## config.mk

```make
export PLATFORM = sky130hd
export DESIGN_NAME = scrolling_sea_sky_line_renderer
export DESIGN_NICKNAME = d
export VERILOG_FILES = /design/src/hw/rtl/sslr_pkg.sv /design/src/hw/rtl/scrolling_sea_sky_line_renderer.sv /design/src/hw/rtl/sslr_counters.sv /design/src/hw/rtl/sslr_shade.sv
export VERILOG_INCLUDE_DIRS = /design/src /design/src/hw/rtl
export SDC_FILE = /design/constraint.sdc
export NUM_CORES = 1
export LEC_CHECK = 0
export BUFFER_PORTS_ARGS = -buffer_cell sky130_fd_sc_hd__buf_2
export CORE_UTILIZATION = 51
export CTS_CLUSTER_SIZE = 10
export DETAILED_ROUTE_END_ITERATION = 8
export PLACE_DENSITY = 0.71
export SYNTH_ARGS = -nofsm -noshare
export SYNTH_HDL_FRONTEND = slang
export SYNTH_SLANG_ARGS = --single-unit
```

## constraint.sdc

```tcl
create_clock -name i_clk -period 4.18 [get_ports i_clk]
set_clock_uncertainty 0.05 [all_clocks]
set_input_delay 0.836 -clock i_clk [delete_from_list [all_inputs] [get_ports i_clk]]
set_output_delay 0.836 -clock i_clk [all_outputs]
set_load 0.1 [all_outputs]
```

## src/hw/rtl/scrolling_sea_sky_line_renderer_assert.svh

```systemverilog
// ----------------------------------------------------------------------------
// scrolling_sea_sky_line_renderer_assert.svh
// assertion macros used by the renderer top module
// ----------------------------------------------------------------------------
`ifndef SCROLLING_SEA_SKY_LINE_RENDERER_ASSERT_SVH
`define SCROLLING_SEA_SKY_LINE_RENDERER_ASSERT_SVH

// same-cycle implication, checked outside reset
`define SSLR_ASSERT_NOW(label, clk, rst_n, ante, cons, msg) \
    label: assert property (@(posedge clk) disable iff (!rst_n) (ante) |-> (cons)) \
        else $error(msg);

// next-cycle implication, checked outside reset
`define SSLR_ASSERT_NEXT(label, clk, rst_n, ante, cons, msg) \
    label: assert property (@(posedge clk) disable iff (!rst_n) (ante) |=> (cons)) \
        else $error(msg);

`endif

```

## src/hw/rtl/sslr_pkg.sv

```systemverilog
// ----------------------------------------------------------------------------
// sslr_pkg
// types, codes and constant tables of the sea and sky line renderer
// ----------------------------------------------------------------------------
package sslr_pkg;

    // request function codes
    localparam logic [1:0] FUNC_PIXEL = 2'd0;
    localparam logic [1:0] FUNC_LINE  = 2'd1;
    localparam logic [1:0] FUNC_FRAME = 2'd2;

    // configuration register indexes
    localparam logic [1:0] CFG_FLIP_MODE = 2'd0;
    localparam logic [1:0] CFG_SUN_LEVEL = 2'd1;
    localparam logic [1:0] CFG_SEA_LEVEL = 2'd2;

    localparam int LINE_PIXELS      = 256;
    localparam int STAR_TABLE_DEPTH = 63;
    localparam int STAR_ROWS        = 32;

    localparam logic [7:0]  HORIZON_BASE = 8'd120;
    localparam logic [10:0] SEA_BASE     = 11'h008;
    localparam logic [10:0] SKY_BASE     = 11'h208;
    localparam logic [10:0] STAR_ADD     = 11'h100;
    localparam logic [8:0]  LINE_MAX     = 9'd256;
    localparam logic [8:0]  SCROLL_LINE  = 9'd128;

    // configuration registers
    typedef struct packed {
        logic       flip_mode;
        logic [7:0] sun_level;
        logic [7:0] sea_level;
    } t_cfg;

    // counter commands
    typedef struct packed {
        logic step;
        logic commit;
    } t_cnt_ctrl;

    // horizon wave offset by line mod 8
    typedef logic [7:0][1:0] t_wave;
    localparam t_wave WAVE_TAB = {2'd0, 2'd0, 2'd1, 2'd2, 2'd2, 2'd2, 2'd1, 2'd0};

    // star x offset for each group of eight lines
    typedef logic [STAR_ROWS-1:0][6:0] t_star_rom;

    // walks the shift sequence, then picks entry (5 * (8k + 4)) mod 63 per row
    function automatic t_star_rom star_rom_build();
        logic [7:0] d;
        logic       b;
        logic [3:0] tab [STAR_TABLE_DEPTH];
        logic [6:0] idx;
        logic [3:0] e;
        t_star_rom  rom;
        d   = 8'd0;
        rom = '0;
        for (int i = 0; i < STAR_TABLE_DEPTH; i++) begin
            b      = d[6] ^ d[7] ^ 1'b1;
            d      = {d[6:0], b};
            tab[i] = d[3:0];
        end
        idx = 7'd20;
        for (int k = 0; k < STAR_ROWS; k++) begin
            e      = tab[idx[5:0]];
            rom[k] = {e[0], e[1], e[2], e[3], 3'b000};
            idx    = idx + 7'd40;
            if (idx >= 7'd63) begin
                idx = idx - 7'd63;
            end
        end
        return rom;
    endfunction

    localparam t_star_rom STAR_ROM = star_rom_build();

endpackage

```

## src/hw/rtl/scrolling_sea_sky_line_renderer.sv

```systemverilog
// ----------------------------------------------------------------------------
// scrolling_sea_sky_line_renderer
// per-pixel palette index for a scrolling sea and sky line
//
//   channel   direction  handshake            payload
//   request   in         i_valid / o_stall    i_func, i_pixel_x, i_video_byte,
//                                             i_color_byte
//   result    out        o_valid / i_stall    o_palette_index
//   config    in         i_cfg_we             i_cfg_addr, i_cfg_wdata
//
// one request per clock while o_stall is low; an accepted pixel request passes
// through the input register, shade logic and result register. line and frame requests
// update the counters when they leave the input register and give no result.
// reset is synchronous active low and clears counters, config and valids.
// a stalled result holds; the input register keeps filling behind it and
// o_stall rises only when a pixel request cannot move into the result register.
// ----------------------------------------------------------------------------
module scrolling_sea_sky_line_renderer (
    input  logic        i_clk,
    input  logic        i_rst_n,
    input  logic        i_valid,
    output logic        o_stall,
    input  logic [1:0]  i_func,
    input  logic [7:0]  i_pixel_x,
    input  logic [7:0]  i_video_byte,
    input  logic [7:0]  i_color_byte,
    output logic        o_valid,
    input  logic        i_stall,
    output logic [10:0] o_palette_index,
    input  logic        i_cfg_we,
    input  logic [1:0]  i_cfg_addr,
    input  logic [7:0]  i_cfg_wdata
);
    import sslr_pkg::*;

    `include "scrolling_sea_sky_line_renderer_assert.svh"

    t_cfg        r_cfg;
    logic        r_in_valid;
    logic [1:0]  r_func;
    logic [7:0]  r_pixel_x;
    logic [7:0]  r_video_byte;
    logic [7:0]  r_color_byte;
    logic        r_out_valid;
    logic [10:0] r_palette_index;
    logic        w_out_free;
    logic        w_fire;
    logic        w_is_pixel;
    t_cnt_ctrl   w_ctrl;
    logic [8:0]  w_work_line;
    logic [8:0]  w_base_line;
    logic [1:0]  w_base_scroll;
    logic [10:0] w_pix;

    // configuration writes
    always_ff @(posedge i_clk) begin
        if (!i_rst_n) begin
            r_cfg <= '0;
        end else if (i_cfg_we) begin
            unique case (i_cfg_addr)
                CFG_FLIP_MODE: r_cfg.flip_mode <= i_cfg_wdata[0];
                CFG_SUN_LEVEL: r_cfg.sun_level <= i_cfg_wdata;
                CFG_SEA_LEVEL: r_cfg.sea_level <= i_cfg_wdata;
                default:       r_cfg           <= r_cfg;
            endcase
        end
    end

    // input register moves on unless a pixel is blocked by a held result
    assign w_is_pixel  = r_func == FUNC_PIXEL;
    assign w_out_free  = !r_out_valid || !i_stall;
    assign w_fire      = r_in_valid && (!w_is_pixel || w_out_free);
    assign o_stall     = r_in_valid && !w_fire;
    assign w_ctrl.step   = w_fire && (r_func == FUNC_LINE);
    assign w_ctrl.commit = w_fire && (r_func == FUNC_FRAME);

    always_ff @(posedge i_clk) begin
        if (!i_rst_n) begin
            r_in_valid <= 1'b0;
        end else if (!o_stall) begin
            r_in_valid <= i_valid;
        end
    end

    always_ff @(posedge i_clk) begin
        if (i_valid && !o_stall) begin
            r_func       <= i_func;
            r_pixel_x    <= i_pixel_x;
            r_video_byte <= i_video_byte;
            r_color_byte <= i_color_byte;
        end
    end

    // line and frame counters
    sslr_counters u_counters (
        .i_clk         (i_clk),
        .i_rst_n       (i_rst_n),
        .i_ctrl        (w_ctrl),
        .i_flip_mode   (r_cfg.flip_mode),
        .o_work_line   (w_work_line),
        .o_base_line   (w_base_line),
        .o_base_scroll (w_base_scroll)
    );

    // pixel shading
    sslr_shade u_shade (
        .i_cfg           (r_cfg),
        .i_work_line     (w_work_line),
        .i_pixel_x       (r_pixel_x),
        .i_video_byte    (r_video_byte),
        .i_color_byte    (r_color_byte),
        .o_palette_index (w_pix)
    );

    // result register
    always_ff @(posedge i_clk) begin
        if (!i_rst_n) begin
            r_out_valid <= 1'b0;
        end else if (w_fire && w_is_pixel) begin
            r_out_valid <= 1'b1;
        end else if (!i_stall) begin
            r_out_valid <= 1'b0;
        end
    end

    always_ff @(posedge i_clk) begin
        if (w_fire && w_is_pixel) begin
            r_palette_index <= w_pix;
        end
    end

    assign o_valid         = r_out_valid;
    assign o_palette_index = r_palette_index;

    // checks
    `SSLR_ASSERT_NOW(a_line_range, i_clk, i_rst_n, 1'b1, w_work_line <= LINE_MAX, "line counter out of range")
    `SSLR_ASSERT_NEXT(a_pixel_result, i_clk, i_rst_n, w_fire && w_is_pixel, r_out_valid, "pixel request gave no result")
    `SSLR_ASSERT_NEXT(a_line_hold, i_clk, i_rst_n, !w_ctrl.step, $stable(w_work_line), "line counter moved without a line request")
    `SSLR_ASSERT_NEXT(a_base_hold, i_clk, i_rst_n, !w_ctrl.commit, $stable({w_base_scroll, w_base_line}), "frame base moved")

endmodule

```

## src/hw/rtl/sslr_counters.sv

```systemverilog
// ----------------------------------------------------------------------------
// sslr_counters
// line and scroll counters with frame base commit
// ----------------------------------------------------------------------------
module sslr_counters (
    input  logic               i_clk,
    input  logic               i_rst_n,
    input  sslr_pkg::t_cnt_ctrl i_ctrl,
    input  logic               i_flip_mode,
    output logic [8:0]         o_work_line,
    output logic [8:0]         o_base_line,
    output logic [1:0]         o_base_scroll
);
    import sslr_pkg::*;

    logic [8:0] r_work_line, n_work_line;
    logic [1:0] r_work_scroll, n_work_scroll;
    logic [8:0] r_base_line;
    logic [1:0] r_base_scroll;
    logic [9:0] w_inc;

    // next line with wrap modulus picked by scroll phase and flip
    always_comb begin
        w_inc         = {1'b0, r_work_line} + 10'd1;
        n_work_line   = r_work_line;
        n_work_scroll = r_work_scroll;
        if (i_ctrl.step) begin
            if (r_work_scroll == 2'd2) begin
                n_work_line = {1'b0, w_inc[7:0]};
            end else if (i_flip_mode) begin
                n_work_line = (w_inc >= 10'd255) ? 9'(w_inc - 10'd255) : w_inc[8:0];
            end else begin
                n_work_line = (w_inc >= 10'd257) ? 9'(w_inc - 10'd257) : w_inc[8:0];
            end
            if (n_work_line == SCROLL_LINE) begin
                n_work_scroll = r_work_scroll + 2'd1;
            end
        end
    end

    // counter registers
    always_ff @(posedge i_clk) begin
        if (!i_rst_n) begin
            r_work_line   <= '0;
            r_work_scroll <= '0;
            r_base_line   <= '0;
            r_base_scroll <= '0;
        end else begin
            r_work_line   <= n_work_line;
            r_work_scroll <= n_work_scroll;
            if (i_ctrl.commit) begin
                r_base_line   <= r_work_line;
                r_base_scroll <= r_work_scroll;
            end
        end
    end

    assign o_work_line   = r_work_line;
    assign o_base_line   = r_base_line;
    assign o_base_scroll = r_base_scroll;

endmodule

```

## src/hw/rtl/sslr_shade.sv

```systemverilog
// ----------------------------------------------------------------------------
// sslr_shade
// palette index of one pixel: sea, sky, star and foreground
// ----------------------------------------------------------------------------
module sslr_shade (
    input  sslr_pkg::t_cfg i_cfg,
    input  logic [8:0]     i_work_line,
    input  logic [7:0]     i_pixel_x,
    input  logic [7:0]     i_video_byte,
    input  logic [7:0]     i_color_byte,
    output logic [10:0]    o_palette_index
);
    import sslr_pkg::*;

    logic [7:0]  w_horizon;
    logic        w_sky;
    logic [8:0]  w_sky_sum;
    logic [8:0]  w_sea_sum;
    logic [7:0]  w_shade;
    logic [6:0]  w_star_d;
    logic        w_star_up;
    logic        w_star_lo;
    logic [7:0]  w_star_x;
    logic        w_star_hit;
    logic [2:0]  w_bit_sel;
    logic [10:0] w_bg;

    // horizon and saturated shades
    assign w_horizon = HORIZON_BASE + {6'd0, WAVE_TAB[i_work_line[2:0]]};
    assign w_sky     = i_pixel_x >= w_horizon;
    assign w_sky_sum = {1'b0, i_cfg.sun_level} + {1'b0, 8'(i_pixel_x - w_horizon)};
    assign w_sea_sum = {1'b0, i_cfg.sea_level} + {1'b0, i_pixel_x};
    always_comb begin
        if (w_sky) begin
            w_shade = w_sky_sum[8] ? 8'hff : w_sky_sum[7:0];
        end else begin
            w_shade = w_sea_sum[8] ? 8'hff : w_sea_sum[7:0];
        end
    end

    // star rows: upper on line mod 8 of 4, lower on 5
    assign w_star_d   = STAR_ROM[i_work_line[7:3]];
    assign w_star_up  = i_work_line[2:0] == 3'd4;
    assign w_star_lo  = i_work_line[2:0] == 3'd5;
    assign w_star_x   = {w_star_up, w_star_d};
    assign w_star_hit = (w_star_up || w_star_lo) && (w_star_x == i_pixel_x);

    // background, stars only show in the sky
    always_comb begin
        if (w_sky) begin
            w_bg = SKY_BASE + {3'd0, w_shade} + (w_star_hit ? STAR_ADD : 11'd0);
        end else begin
            w_bg = SEA_BASE + {3'd0, w_shade};
        end
    end

    // foreground bit overrides, order reversed in flip mode
    assign w_bit_sel = i_cfg.flip_mode ? ~i_pixel_x[2:0] : i_pixel_x[2:0];
    assign o_palette_index = i_video_byte[w_bit_sel] ? {8'd0, i_color_byte[2:0]} : w_bg;

endmodule

```

==> Word level (Yosys, flattened, before mapping) <==
Memory sizes are Yosys's and may differ from the RTL's. A register that Yosys moved wholly into a read port is not among the register bits.
Index checks and enable logic that the tools add are counted.
{ "op_classes": {"add_sub_neg": 11, "n_reduce_logical": 20, "bitwise": 1, "order_cmp": 6, "eq_ne": 9, "mux": 22} }
{ "ops": {"columns": ["operator", "n"], "rows": [
  ["two-way mux 9 bit", 6],
  ["two-way mux 8 bit", 3],
  ["adder 8 x 8 -> 9 bit", 2],
  ["two-way mux 3 bit", 4],
  ["adder 10 x 8 -> 11 bit (first input constant)", 1],
  ["adder 11 bit", 1],
  ["two-way mux 11 bit", 1],
  ["adder 9 x 1 -> 10 bit (second input constant)", 1],
  [">= comparator 10 x 8 -> 1 bit (second input constant)", 1],
  [">= comparator 10 x 9 -> 1 bit (second input constant)", 1],
  ["two-way mux 5 bit", 2],
  ["adder 4 x 8 -> 9 bit (first input constant)", 1],
  ["equality test 9 x 8 -> 1 bit (second input constant)", 1],
  ["subtractor 9 x 8 -> 9 bit (second input constant)", 1],
  ["subtractor 9 bit (second input constant)", 1],
  ["adder 7 x 2 -> 8 bit (first input constant)", 1],
  ["equality test 8 bit", 1],
  [">= comparator 8 bit", 1],
  ["< comparator 3 x 4 -> 1 bit (second input constant)", 2],
  ["AND reduction 2 bit", 4],
  ["subtractor 8 bit", 1],
  ["two-way mux 7 bit", 1],
  ["equality test 3 bit (second input constant)", 2],
  ["logical AND 1 bit", 6],
  ["12 further kinds", 23]
]} }
{ "totals": {"n_memories": 2, "regBits": 62, "out_inout_bits": 13, "wordCells": 84, "romBits": 240, "in_bits": 41} }
{ "mem_list": {"columns": ["name", "words", "word_bits", "rd", "rd_ports_with_merged_regs", "write_ports", "line", "source"], "rows": [
  ["(name not given)", 32, 7, 1, 1, 0, "sslr_shade.sv:42", "assign w_star_d = STAR_ROM[i_work_line[7:3]];"],
  ["(name not given)", 8, 2, 1, 1, 0, "sslr_shade.sv:29", "assign w_horizon = HORIZON_BASE + {6'd0, WAVE_TAB[i_work_line[2:0]]};"]
]} }

==> Logic depth before layout (Yosys ltp) <==
{ "logic_depth": {"word_depth": 11, "ltp_mapped": 18} }

==> Hierarchy <==
A second synthesis with hierarchy kept.
{ "unflattened": {"cells_unflattened": 577, "area_unflattened_um2": 5489.0} }
{ "by_module_without_submodules": {"columns": ["module", "cells_per_inst", "seq_area_each_um2", "n_inst", "area_each_um2"], "rows": [
  ["scrolling_sea_sky_line_renderer", 118, 1491.4, 1, 1878.1],
  ["sslr_shade", 253, 0.0, 1, 1816.7],
  ["sslr_counters", 206, 440.4, 1, 1794.2]
]} }

==> Least setup slack after synthesis <==
OpenSTA, ideal clock, no wires.
{ "synth_timing": {"path_kind": "register -> register", "startpoint": "reg r_pixel_x[0]", "endpoint": "reg r_palette_index[7], in the netlist o_palette_index[7], data pin", "setup_ns": 0.265, "path_buffers": 1, "arrival_ns": 3.470, "path_slack_ns": 0.395, "period_less_slack_ns": 3.785, "required_time_ns": 3.865, "path_stages_with_launch": 18, "cell_sequence": "edfxtp_1 clkbuf_1 inv_1 ha_1 fa_1 inv_1 fa_1 a21o_1 a21oi_1 o21bai_1 a21oi_1 o21bai_1 a21oi_1 a32oi_1 ha_1 nand3_1 xnor2_1 nor2_1"} }
{ "synth_between": {"elab_chain_cells": 7} }
{ "synth_lines": {"columns": ["element", "line", "source"], "rows": [
  ["from (decl)", "scrolling_sea_sky_line_renderer.sv:41", "logic [7:0] r_pixel_x;"],
  ["from (signal assigned)", "scrolling_sea_sky_line_renderer.sv:88", "r_pixel_x <= i_pixel_x;"],
  ["subtractor 8 bit", "sslr_shade.sv:31", "assign w_sky_sum = {1'b0, i_cfg.sun_level} + {1'b0, 8'(i_pixel_x - w_horizon)};"],
  ["adder 8 x 8 -> 9 bit", "sslr_shade.sv:31", null],
  ["two-way mux 8 bit", "sslr_shade.sv:35", "w_shade = w_sky_sum[8] ? 8'hff : w_sky_sum[7:0];"],
  ["two-way mux 8 bit", "sslr_shade.sv:34", "if (w_sky) begin"],
  ["adder 10 x 8 -> 11 bit", "sslr_shade.sv:51", "w_bg = SKY_BASE + {3'd0, w_shade} + (w_star_hit ? STAR_ADD : 11'd0);"],
  ["adder 11 bit", "sslr_shade.sv:51", null],
  ["two-way mux 11 bit", "sslr_shade.sv:50", "if (w_sky) begin"],
  ["to (signal assigned)", "scrolling_sea_sky_line_renderer.sv:128", "r_palette_index <= w_pix;"],
  ["to (decl)", "scrolling_sea_sky_line_renderer.sv:45", "logic [10:0] r_palette_index;"]
]} }
Several ways; a longest one is shown, not always the timed one. The select of a mux whose other input is x is not followed.
A chain may end at the register's enable or synchronous reset.

==> Worst setup path after layout <==
{ "layout_timing": {"startpoint": "reg r_pixel_x[1]", "endpoint": "reg r_palette_index[10], in the netlist o_palette_index[10], data pin"} }
The elaborated chain is that of the path after synthesis.

==> metrics.csv <==
metric,value,unit
clock power share,0.353,
Critical Path AT,3.98,ns
Layout fillers,838,
DR iter-0 viols,167,
combinational share of power,0.164,
Multi-input gate area,2990,sq um
Setup TNS Final,0,ns
CTS tree,done,
count of final setup violators,0,
met3 Track Usage GR,0.0383,
final cell count without fillers,723,
Post-synth EDFFs,32,
internal power,1110,uW
period utilization,0.936,
Worst-Margin Slew,1.14,ns
Yosys Warn Count,0,
#FFs+latches synth,68,
GR peak layer,met2,
Core ar.,9280,sq um
sequential share of the synthesized area,0.342,
switching power,440,uW
Pwr Density,279,nW/um^2
Layout area overhead,12.6,%
post-synthesis area per instance,9.15,sq um
Register Area,1680,sq um
Die Ht,100,um
Critical Path Max Stage Delay,0.45,ns
Slew Limit Fails,0,
Leak,0.00235,uW
crit end category,register,
Initial DRT Pass Iterations,5,
Die X,100,um
initial antenna violation count,0,
sequential power share,0.482,
Antenna diodes,0,
Fin. Hold Viols,0,
status,completed,
share of cells above drive strength 1,0.195,
vias in the first global route,4068,
PortBufs,48,
Hold WS,0.439,ns
clock-pin slew on the worst setup and hold paths,0.08,ns
# Post-CTS Setup Buffers,0,
CTS Buf Count,9,
IO Pins,54,
Starting Density,0.530,
fmax,0.256,GHz
worst-path cell chain,buf_4 > ha_1 > a211oi_1 > buf_4 > xnor2_1 > ha_1 > a21oi_1 > o21bai_1 > a21oi_2 > o21bai_1 > a21oi_2 > a32oi_2 > nand4_1 > nor4_1 > nor4b_1,
die footprint,10000,sq um
DRC,0,
RSZ-0062 raised after global routing,no,
global-route wire length before repair,19500,um
final WL,12000,um
total power,1550,uW
Num Clock Sinks,68,
clk root buf,clkbuf_8,
"Max FO, Critical Path",4,
total grt overflow,0,
Syn Nets,611,
Total Routing Usage GR,0.251,
ys flop type,dfxtp_1,
# Max-Cap Violations,0,
Max-slew headroom,0.243,
placed cells,707,
clock buffer depth,2,
Rows,35,
"Req. time, crit path",4.25,ns
Final nets,663,
CTS Hold Buffers Added,0,
crit path time final,3.91,ns
wire per inst,16.6,um
met2 Usage GRT,0.451,
synth unique cells,79,
VDD IR max,0.196,mV
Min-Delay Path Class,reg2reg,
GPL Wtd Cong,0.921,
CP Launch Type,register,
GR Util met1,0.300,
"Slowest-stage cell, CP",edfxtp_1,
asr flop ratio synth,0,
switching share of power,0.285,
worst setup path class,reg2reg,
Syn Inst Count,537,
Detail Route Antenna Nets,0,
Post-Syn Area,4920,sq um
Vias/cell,5.79,
Max H-tree Level,3,
"Clk Latency, worst-skew pair",0.35,ns
Post-DP HPWL,9100,um
largest net degree at the start of global routing,27,
via count,4184,
timing repair:
| action | 4_1_cts | 5_1_grt |
|---|---|---|
| endpoints found under the setup margin | 0 | 5 |
| endpoints found under the hold margin | 0 | 0 |
| gates resized for setup | 0 | 5 |
power by group through the flow:
stage	logic, uW	clock network (uW)	registers (uW)
2_1_floorplan	167	0	775
3_3_place_gp	244	0	760
3_5_place_dp	248	0	761
4_1_cts	250	556	746
5_1_grt	282	586	749
6_report	254	547	746
logic make-up (layout without fill, tap and decap cells):
kind of cell,count (synthesis),after routing,synth area share
flip-flops,68,68,0.342
multiplexers,33,33,0.0817
AO/OA/AOI/OAI,128,128,0.183
AND/OR/NAND/NOR,179,179,0.187
adder cells (fa/ha/maj),33,33,0.0886
buffers and inverters,62,119,0.0555
XOR/XNOR,34,34,0.0621
routing by layer:
| metal | share of wire | wire, um | vias to the layer above |
|---|---|---|---|
| li1 | - | - | 2075 |
| met1 | 0.43 | 5150 | 1972 |
| met2 | 0.51 | 6110 | 113 |
| met4 | 0.023 | 277 | 0 |
| met3 | 0.040 | 479 | 24 |
| met5 | 0 | 0 | - |
final timing paths:
check / startpoint / to / slack [ns] / cells past startpoint
max reg2reg: r_pixel_x[1] / o_palette_index[10] / 0.27 / 15
min reg2reg: u_counters.r_work_scroll[0] / u_counters.r_work_scroll[0] / 0.44 / 2
min: u_counters.r_work_scroll[0] / u_counters.r_work_scroll[0] / 0.44 / 2
max: r_pixel_x[1] / o_palette_index[10] / 0.27 / 15
registers in the layout (all words and copies together), names as in the netlist:
| register | cells |
|---|---|
| u_counters.o_work_line | 9 |
| u_shade.w_star_d | 4 |
| r_color_byte | 3 |
| r_in_valid | 1 |
| r_pixel_x | 8 |
| u_counters.r_work_scroll | 2 |
| o_valid | 1 |
| r_video_byte | 8 |
| o_palette_index | 11 |
| r_func | 2 |
| u_shade.w_horizon | 2 |
| r_cfg | 17 |
cells in the mapped netlist (5+ instances only):
master	instances	share of area
inv_1	35	0.027
nor3_1	13	0.013
dfxtp_1	36	0.15
buf_2	5	0.0051
a21oi_1	31	0.032
nand3b_1	7	0.011
xnor2_1	25	0.045
buf_4	5	0.0076
clkbuf_1	13	0.0099
or3_1	7	0.0089
ha_1	30	0.076
nand2_1	28	0.021
edfxtp_1	32	0.20
and3_1	5	0.0064
a21o_1	5	0.0076
nand2b_1	6	0.0076
o21bai_1	5	0.0076
o21ai_0	24	0.024
nor4_1	9	0.011
nor2b_1	5	0.0064
mux4_2	5	0.023
a32oi_1	5	0.0089
nand3_1	19	0.019
nor2_1	55	0.042
xor2_1	8	0.014
nand4_1	6	0.0076
mux2i_1	24	0.049
per-stage QoR:
step / cell area [sq um] / setup slack [ns] / utilization
finish: 5540 / 0.269 / 0.596
global route: 5540 / 0.0152 / 0.596
global placement: 5320 / 0.312 / 0.573
floorplan: 4920 / 0.395 / -
CTS: 5510 / 0.156 / 0.594
detailed placement: 5320 / 0.207 / 0.573
cell type report:
type | count | area share
clock inverter | 6 | 0.0115
clock buffer | 10 | 0.0231
multi-input combinational | 407 | 0.539
inverter | 37 | 0.0251
sequential | 68 | 0.304
tap | 129 | 0.0292
timing repair buffer | 66 | 0.0678
critical path: cells and delay by family, from the launching register on:
family          cells  cell delay (ns)
compound gates      7             1.28
simple gates        3             0.88
fa+ha+maj           2             0.61
flops               1             0.45
buf+inv             2             0.36
xor+xnor            1             0.06
placed cells by master, fill, tap and decap left out, types with 4 or more instances in the layout:
| cell | synthesis | final |
|---|---|---|
| a21o_1 | 5 | 5 |
| buf_4 | 5 | 18 |
| or3_1 | 7 | 7 |
| nor2b_1 | 5 | 4 |
| nor3_1 | 13 | 13 |
| buf_2 | 5 | 48 |
| xnor2_1 | 25 | 25 |
| a211oi_1 | 4 | 4 |
| nor4_1 | 9 | 9 |
| nand3_1 | 19 | 19 |
| clkbuf_8 | 0 | 9 |
| mux4_2 | 5 | 5 |
| o21a_1 | 4 | 4 |
| a21oi_1 | 31 | 29 |
| ha_1 | 30 | 30 |
| inv_1 | 35 | 35 |
| nand2b_1 | 6 | 6 |
| o21ai_1 | 4 | 4 |
| nor2_1 | 55 | 55 |
| xor2_1 | 8 | 8 |
| mux2i_1 | 24 | 24 |
| edfxtp_1 | 32 | 32 |
| nand4_1 | 6 | 6 |
| nand2_1 | 28 | 28 |
| o21ai_0 | 24 | 24 |
| dfxtp_1 | 36 | 35 |
| o22ai_1 | 4 | 4 |
| nand3b_1 | 7 | 7 |
| and3_1 | 5 | 5 |
| o21bai_1 | 5 | 5 |
| a31oi_1 | 4 | 4 |
Power figures use the tool's default switching activity.
